`src/rtl/fixed_point_alu_core_assert.svh`:
```
// Assertion macros for the fixed-point ALU.
`ifndef FIXED_POINT_ALU_CORE_ASSERT_SVH
`define FIXED_POINT_ALU_CORE_ASSERT_SVH

// The consequent must hold in the same cycle as the antecedent.
`define FPA_ASSERT_NOW(lbl, ant, cons) \
  lbl: assert property (@(posedge clk) disable iff (!rst_n) (ant) |-> (cons)) \
    else $error("fixed-point ALU assertion failed");

// The consequent must hold in the cycle after the antecedent.
`define FPA_ASSERT_NEXT(lbl, ant, cons) \
  lbl: assert property (@(posedge clk) disable iff (!rst_n) (ant) |=> (cons)) \
    else $error("fixed-point ALU assertion failed");

`endif

```
`src/rtl/fpa_div_step.sv`:
```
`default_nettype none
module fpa_div_step #(
  parameter int unsigned NumW = 40
) (
  input  wire logic [31:0]     rem_cur,
  input  wire logic [NumW-1:0] num_cur,
  input  wire logic [31:0]     dvs,
  output logic [31:0]          rem_nxt,
  output logic [NumW-1:0]      num_nxt
);

  logic [32:0] r2;
  logic [33:0] diff;
  logic        qbit;

  always_comb begin
    r2   = {rem_cur, num_cur[NumW-1]};
    diff = {1'b0, r2} - {2'b00, dvs};
    qbit = ~diff[33];
    if (qbit) begin
      rem_nxt = diff[31:0];
    end else begin
      rem_nxt = r2[31:0];
    end
    num_nxt = {num_cur[NumW-2:0], qbit};
  end

endmodule
`default_nettype wire

```
`config.mk`:
```
export PLATFORM = sky130hd
export DESIGN_NAME = fpa_div_step
export DESIGN_NICKNAME = d
export VERILOG_FILES = /design/src/rtl/fixed_point_alu_core_assert.svh /design/src/rtl/fpa_div_step.sv
export SDC_FILE = /design/constraint.sdc
export NUM_CORES = 1
export LEC_CHECK = 0
export ABC_CLOCK_PERIOD_IN_PS = 6100
export BUFFER_PORTS_ARGS = -buffer_cell sky130_fd_sc_hd__buf_2
export CORE_ASPECT_RATIO = 0.8
export CORE_MARGIN = 8
export CORE_UTILIZATION = 45
export DETAILED_ROUTE_END_ITERATION = 10
export PLACE_DENSITY_LB_ADDON = 0.1
export SETUP_SLACK_MARGIN = 0.02
export SYNTH_ARGS = -nofsm -noshare
export SYNTH_HDL_FRONTEND = slang
export SYNTH_SLANG_ARGS = --single-unit
```
`constraint.sdc`:
```
create_clock -name vclk -period 6.1
set_input_delay 0.305 -clock vclk [all_inputs]
set_output_delay 0.305 -clock vclk [all_outputs]
set_load 0.005 [all_outputs]
```
==> impl_metrics.py <==
metrics = {
    "drt": {
        "drtIter0Drc": 127,
        "via_count": 2946,
        "totalWireLength_um": 7830,
        "drc_errors": 0,
        "wl_per_cell_um": 14.5,
        "dr.pass1.iters": 4,
        "antenna_left": 0,
        "via_per_inst": 5.47,
    },
    "timing": {
        "timing.final.crit_share_pct": 60.5,
        "hold_violations": 0,
        "rsz0062_at_grt": "false",
        "whs_ns": 0.610,
        "max_freq_ghz": 0.271,
        "slew_headroom_pct": 52.7,
        "setup_violations": 0,
        "layout_min_cycle_time_ns": 3.69,
        "worst_pin_slew_ns": 0.708,
        "tns_ns": 0,
        "drv_slew": 0,
    },
    "clocking": {
        "cts_resized": 0,
        "cts_hold_buf": 0,
        "post_cts_buffers": 0,
    },
    "floorplanning": {
        "rows": 25,
        "die_area_mm2": 0.00883,
        "coreArea_mm2": 0.00588,
        "start_util_pct": 46.4,
        "die_h_um": 85.7,
        "boundaryPins": 176,
        "die_w_um": 103,
    },
    "place": {
        "gp_congestion": 0.871,
        "dpl.hpwl_um": 6670,
        "io_buffers": 98,
    },
    "finish": {
        "clock_buffers": 0,
        "drive_gt1_share_pct": 27.9,
        "design.seq.count": 0,
        "antennaDiodeCount": 0,
        "multi_input_area_mm2": 0.00218,
        "areaGrowthSynthToFinish_pct": 7.89,
        "fin_nets": 597,
        "fillers": 656,
        "regArea_um2": 0,
    },
    "critical_path": {
        "cp-end-kind": "output pin",
        "required_ns": 5.79,
        "worst-setup-path-type": "in -> out",
        "crit_path_max_fanout": 29,
        "arrival_ns": 3.39,
        "worst_setup_path_start_kind": "input pin",
    },
    "power_and_ir_drop": {
        "power_density_mw_per_mm2": 114,
        "leakagePower_nw": 1.52,
        "comb_power_share_pct": 100.0,
        "ir_worst_vdd_mv": 0.0457,
        "swShare_pct": 55.5,
        "clkPwrFrac_pct": 0,
        "internal-power_mw": 0.150,
        "power.switching_mw": 0.186,
        "seqPwrFrac_pct": 0,
    },
    "yosys": {
        "ys_types": 62,
        "syn_area_per_cell_um2": 6.61,
        "netlist_area_mm2": 0.00273,
        "syn_inst": 413,
        "ys_seq_area_share_pct": 0,
        "ys_warn_count": 0,
        "synth_nets": 550,
    },
    "grt": {
        "antenna_found_initial": 0,
        "grt_pass1_vias": 2819,
        "overflow": 0,
        "grt_max_degree": 30,
        "grt_pass1_wl_um": 13000,
        "grt_util_all_layers_pct": 17.1,
    },
    "worst_hold_path": {
        "min-delay-path-class": "in -> out",
    },
    "status": {
        "outcome": "finished, final reports clean",
    },
    "run": {
        "maxCapViolCount": 0,
    },
}
[layer usage]
layer | track usage [%] | part of all wire, %
met5 | 0 | 0
met4 | 0.786 | 0.18
met3 | 3.80 | 9.6
met2 | 26.4 | 41
met1 | 24.3 | 49
[layout by cell type, fill, tap and decap left out, drive strengths merged, types with 2 or more instances in the layout]
| cell type | count |
|---|---|
| a211o | 3 |
| a211oi | 5 |
| a21boi | 3 |
| a21o | 14 |
| a21oi | 34 |
| a221oi | 2 |
| a31oi | 9 |
| and3 | 5 |
| and4 | 3 |
| buf | 99 |
| ha | 32 |
| inv | 44 |
| mux2 | 4 |
| nand2 | 52 |
| nand2b | 2 |
| nand3 | 7 |
| nand4 | 3 |
| nor2 | 28 |
| nor2b | 2 |
| nor3 | 7 |
| o2111a | 2 |
| o2111ai | 2 |
| o211ai | 4 |
| o21a | 5 |
| o21ai | 39 |
| o21bai | 4 |
| o221a | 2 |
| o31ai | 5 |
| or2 | 3 |
| xnor2 | 13 |
| xor2 | 9 |
[layout make-up]
cell class / instances / share of cell area [%]
well taps: 81 / 3.44
multi-input cells: 315 / 74.0
inverters: 44 / 5.61
repair buffers: 99 / 16.9
[synth_stat cells (all sizes together), types with 7 or more instances]
cell type	number	area, um^2
inv	44	165
nor3	7	51.3
a21oi	34	185
nand3	7	35.0
nand2	52	195
xor2	9	78.8
xnor2	13	114
a31oi	9	77.6
a21o	14	108
buf	50	369
o21ai	39	199
ha	32	400
nor2	28	108
[power groups by stage]
| stage | clock network (mW) | registers, mW | logic, mW |
|---|---|---|---|
| 2_1_floorplan | 0 | 0 | 0.249 |
| 3_3_place_gp | 0 | 0 | 0.333 |
| 3_5_place_dp | 0 | 0 | 0.335 |
| 4_1_cts | 0 | 0 | 0.337 |
| 5_1_grt | 0 | 0 | 0.378 |
| 6_report | 0 | 0 | 0.336 |
[logic make-up after synthesis]
family          synth area share, %
compound gates                 35.8
xor+xnor                       7.06
fa+ha+maj                      15.4
buf+inv                        20.1
mux                            1.79
simple gates                   19.9
[worst max-delay path, cell delays in order]
cell      delay, ns
buf_2          0.11
ha_1           0.40
a211oi_2       0.26
o211ai_1       0.16
a21oi_2        0.18
o22ai_1        0.12
nor3_4         0.61
buf_4          0.43
inv_2          0.22
and4_1         0.26
nor3_1         0.17
buf_2          0.15
[worst paths after layout]
check / endpoint / depth (start not counted) / from / slack, ns
max: rem_nxt[29] / 12 / rem_cur[17] / 2.41
min: num_nxt[20] / 0 / num_cur[19] / 0.61
[metrics by stage]
| stage | power, mW | setup WS (ns) | utilization, % | std cells | instance area, um^2 |
|---|---|---|---|---|---|
| detailed placement | 0.335 | 2.41 | 50.1 | 539 | 2940 |
| global placement | 0.333 | 2.45 | 50.1 | 539 | 2940 |
| global route | 0.378 | 2.09 | 50.1 | 539 | 2940 |
| floorplan | 0.249 | 3.58 | - | 413 | 2730 |
| finish | 0.336 | 2.41 | 50.1 | 539 | 2940 |
| CTS | 0.337 | 2.40 | 50.1 | 539 | 2940 |
(Power assumes the default switching activity.)
